File: src/design/sva_pkg.sv
`default_nettype none
package sva_pkg;
   localparam int NumVoices = 32;
   localparam int FracBits  = 16;
   localparam int VoiceW    = 5;
   localparam int CountW    = 6;
   localparam int PosW      = 40;
   localparam int LenW      = 24;
   localparam int EnvW      = 25;
   localparam int CsrIdxW   = 3;
   localparam int CsrDataW  = 25;
   localparam logic [EnvW-1:0] EnvOne = 25'h1000000;

   typedef enum logic [2:0] {
      CSR_HAT_CLOSED = 3'd0,
      CSR_HAT_TIGHT  = 3'd1,
      CSR_HAT_PEDAL  = 3'd2,
      CSR_OPEN_LOW   = 3'd3,
      CSR_OPEN_HIGH  = 3'd4,
      CSR_CHINA      = 3'd5,
      CSR_SPLASH     = 3'd6,
      CSR_ENV_FLOOR  = 3'd7
   } csr_index_type;

   typedef enum logic [1:0] {
      RULE_NONE  = 2'd0,
      RULE_CLOSE = 2'd1,
      RULE_OPEN  = 2'd2,
      RULE_SELF  = 2'd3
   } rule_type;

   typedef struct packed {
      logic        func;
      logic [5:0]  articulation;
      logic        first_of_note;
      logic [23:0] length_frames;
      logic [23:0] rate_step;
      logic [24:0] decay_factor;
   } req_type;

   typedef struct packed {
      logic [4:0]  voice_index;
      logic        was_stolen;
      logic [5:0]  choked_count;
      logic [5:0]  active_count;
      logic [31:0] ended_mask;
   } rsp_type;

   // controller to datapath
   typedef struct packed {
      logic load;     // latch request, clear accumulators
      logic scan;     // process voice at scan_idx
      logic commit;   // write the start item into chosen voice
      logic [VoiceW-1:0] scan_idx;
      logic first;    // first scan entry
   } cmd_type;
endpackage
`default_nettype wire

File: src/design/sva_ctrl.sv
`default_nettype none
module sva_ctrl (
   input  wire logic             clock,
   input  wire logic             reset,
   input  wire logic             req_valid,
   output logic                  req_ready,
   output logic                  rsp_valid,
   input  wire logic             rsp_ready,
   output sva_pkg::cmd_type      cmd
);
   typedef enum logic [1:0] {IDLE, SCAN, COMMIT, OUTPUT} state_type;
   state_type state_ff;
   logic [sva_pkg::VoiceW-1:0] idx_ff;

   assign req_ready    = (state_ff == IDLE);
   assign rsp_valid    = (state_ff == OUTPUT);
   assign cmd.load     = req_valid && req_ready;
   assign cmd.scan     = (state_ff == SCAN);
   assign cmd.commit   = (state_ff == COMMIT);
   assign cmd.scan_idx = idx_ff;
   assign cmd.first    = (idx_ff == '0);

   // sequencer: one voice per cycle, then commit, then hold the result
   always_ff @(posedge clock) begin
      if (reset) begin
         state_ff <= IDLE;
         idx_ff   <= '0;
      end else begin
         case (state_ff)
            IDLE: begin
               if (req_valid) begin
                  state_ff <= SCAN;
                  idx_ff   <= '0;
               end
            end
            SCAN: begin
               idx_ff <= idx_ff + 1'b1;
               if (idx_ff == sva_pkg::VoiceW'(sva_pkg::NumVoices - 1)) state_ff <= COMMIT;
            end
            COMMIT: state_ff <= OUTPUT;
            OUTPUT: if (rsp_ready) state_ff <= IDLE;
            default: state_ff <= IDLE;
         endcase
      end
   end
endmodule
`default_nettype wire

File: config.mk
export PLATFORM = sky130hd
export DESIGN_NAME = sva_ctrl
export DESIGN_NICKNAME = d
export VERILOG_FILES = /design/src/design/sva_pkg.sv /design/src/design/sva_ctrl.sv
export SDC_FILE = /design/constraint.sdc
export NUM_CORES = 1
export LEC_CHECK = 0
export BUFFER_PORTS_ARGS = -buffer_cell sky130_fd_sc_hd__buf_2
export CORE_AREA = 2 2 40 42
export DETAILED_ROUTE_END_ITERATION = 7
export DIE_AREA = 0 0 42 44
export HOLD_SLACK_MARGIN = 0.02
export PLACE_DENSITY = 0.56
export SLEW_MARGIN = 20
export SYNTH_ARGS = -nofsm -noshare
export SYNTH_HDL_FRONTEND = slang
export SYNTH_SLANG_ARGS = --single-unit
File: constraint.sdc
create_clock -name clock -period 2.3 [get_ports clock]
set_input_delay 0.115 -clock clock [delete_from_list [all_inputs] [get_ports clock]]
set_output_delay 0.115 -clock clock [all_outputs]
set_load 0.02 [all_outputs]
==> results.md <==
* Yosys cell types at 23
* Synth area leader: dfxtp_1
* WL final at 909 microns
* Final net count at 80
* Top cell type's share of synthesized area at 30.8%
* Top-Level Pins at 15
* Drt first-iter violations at 4
* Sum Neg Setup Slack at 0 ps
* Global-route wire length before repair at 1610 microns
* Final core utilization at 40.4%
* Post-Syn Instances at 50
* Final Slew Violations at 0
* Vias in the first global route at 382
* Post-synthesis sequential area ratio at 30.8%
* Hold path startpoint: reset
* FF+latch count, synth at 7
* Worst Path Max Fanout at 5
* Worst path max stage delay at 460 ps
* Worst Reg-to-Reg Cells at 6
* Hold-fix buffers, CTS at 0
* Inserted Diodes at 0
* Clk_lat worst skew at 260 ps
* Cells resized by post-CTS repair at 0
* Clock Tree Root: clkbuf_4
* Starting density of the core at 32.1%
* CP max stage cell: or4_1
* R2R Path Start: idx_ff[0]
* Startpoint types: flop
* Deepest clock path buffer count at 2
* Worst Skew at 4.66 ps
* Number of core rows at 14
* Vias per inst at 4.98
* Crit path kind: flop to flop
* IR drop worst, VDD at 390 uV
* CP required at 2450 ps
* Buffers on Ports at 14
* Crit end category: flop
* Drt pass-1 iters at 2
* Final Hold Vio Count at 0
* Max-Cap Viols at 0
* PwrDens at 1050 mW/mm^2
* ANT nets after route at 0
* CTS HTree Levels at 1
* Flop-to-flop setup slack at 630 ps
* # DRC at 0
* DP HPWL at 695 microns
* CP most frequent cell: ha_1
* DR vias at 418
* Mean Syn Cell Area at 9.11 sq um
* Antenna violations before repair at 0
* Reg clk slew, reported paths at 60 ps
* Status: finished, final reports clean
* Core area at 0.00142 sq mm
* Layout area overhead at 25.8%
* Pleak at 0.290 nW
* Area contributors post-synth: dfxtp_1, ha_1, mux2i_1
* Final period utilization at 72.7%
* Grt ovf at 0
* Mapped Area at 455 sq um
* Unrepaired setup endpoints after global routing: false
* GPL Wtd Cong at 0.788
* CTS tree: yes
* Minimum clock period at 1670 ps
* Setup Buffers After CTS at 0
* Slew @ Worst Pin at 470 ps
* Max_slew headroom at 67.8%
* Min-Delay Path Depth at 2
* RR Endpoint: state_ff[0]
* Worst Hold Class: primary input to flop
* Largest net degree at the start of global routing at 10
* Die H at 44 microns
* Horiz. Die Dim at 42 microns
* CTS Sinks at 7
* Fill count at 154
* Synthesized net count at 61
* Total GRT Usage at 12.3%
* Arr. time, crit path at 1830 ps
* Crit-path cells: ha_1, and3_1, ha_1, nor2b_4, or4_1, o211a_1
* Die ar. at 0.00185 sq mm
* Final setup vio count at 0
* Fmax at 598 MHz
* Wirelength per Cell at 10.8 microns
* TritonCTS buffer count at 3
* Ys Warns at 0
* WHS Endpoint: idx_ff[0]
* Share of cells above drive strength 1 at 27.9%
-- where the power goes --
group	internal (W)	leakage (nW)	switching (W)
Combinational	0.000128	0.215	0.000193
Clock	0.0000639	0.0177	0.0000533
Sequential	0.000144	0.0569	0.0000230
-- cells in the mapped netlist --
| master | number |
|---|---|
| mux2i_1 | 2 |
| nor3_1 | 1 |
| nand2b_1 | 3 |
| nand2_1 | 4 |
| o211a_1 | 1 |
| dfxtp_1 | 7 |
| nand3b_1 | 1 |
| and3_1 | 2 |
| ha_1 | 7 |
| a32o_1 | 1 |
| inv_1 | 5 |
| a21oi_1 | 1 |
| and2_1 | 1 |
| nor2b_4 | 1 |
| nand3_1 | 1 |
| o21ai_0 | 1 |
| a32oi_1 | 2 |
| nand4b_1 | 1 |
| nor2_1 | 2 |
| nor4b_1 | 1 |
| nor2b_1 | 3 |
| or4_1 | 1 |
| a31oi_1 | 1 |
-- final cells by class --
| type | count | area (sq um) | share of cell area (%) |
|---|---|---|---|
| timing repair buffer | 14 | 70.1 | 12.2 |
| inverter | 5 | 18.8 | 3.28 |
| clock buffer | 3 | 22.5 | 3.93 |
| tap | 16 | 20.0 | 3.49 |
| clock inverter | 1 | 5.00 | 0.873 |
| sequential | 7 | 140 | 24.5 |
| multi-input combinational | 38 | 297 | 51.7 |
-- sequential cells by signal, indices dropped and copies added, names as in the netlist --
signal    cells
idx_ff        5
state_ff      2
-- metal layers --
metal  GRT usage [%]  wire length, microns  part of all wire [%]
met1            12.9                   424                    47
met2            19.1                   402                    44
met3            8.33                    70                   7.7
met4            5.81                    12                   1.3
met5               0                     0                     0
-- worst max path at each step --
stage                             end  cells past startpoint         from
final                     state_ff[0]                      6    idx_ff[0]
after global routing        idx_ff[3]                      5  state_ff[1]
after CTS                 state_ff[0]                      6    idx_ff[0]
after detailed placement  state_ff[0]                      6    idx_ff[0]
after global placement    state_ff[0]                      6    idx_ff[0]
after floorplan           state_ff[0]                      6    idx_ff[1]
-- metrics by stage --
| stage | power, W | setup WS [ps] | instances | hold WS [ps] | area, sq um |
|---|---|---|---|---|---|
| 2_1_floorplan | 0.000411 | 551 | 50 | 184 | 455 |
| 3_3_place_gp | 0.000497 | 661 | 80 | 374 | 546 |
| 3_5_place_dp | 0.000493 | 634 | 80 | 367 | 546 |
| 4_1_cts | 0.000614 | 627 | 84 | 91.8 | 573 |
| 5_1_grt | 0.000657 | 538 | 84 | 97.1 | 573 |
| 6_report | 0.000604 | 629 | 84 | 100 | 573 |
-- kinds of logic after synthesis --
kind of cell	count (synthesis)	share of synthesized area, %
flops	7	30.8
compound gates	7	11.8
mux	2	4.40
simple gates	22	29.7
buf+inv	5	4.12
fa+ha+maj	7	19.2
-- cell usage in the layout (no fill, tap or decap), types with 3 or more instances in the layout --
cell and instances:
buf_2 14, clkbuf_4 3, dfxtp_1 7, ha_1 7, nor2b_1 3, inv_1 5, nand2b_1 3, nand2_1 4
-- worst max-delay path, delay by kind of cell, from the launching register on --
family | cells | cell delay (ps)
AO/OA/AOI/OAI | 1 | 140
adder cells (fa/ha/maj) | 2 | 380
flip-flops | 1 | 390
AND/OR/NAND/NOR | 3 | 670
Power figures use the tool's default switching activity.
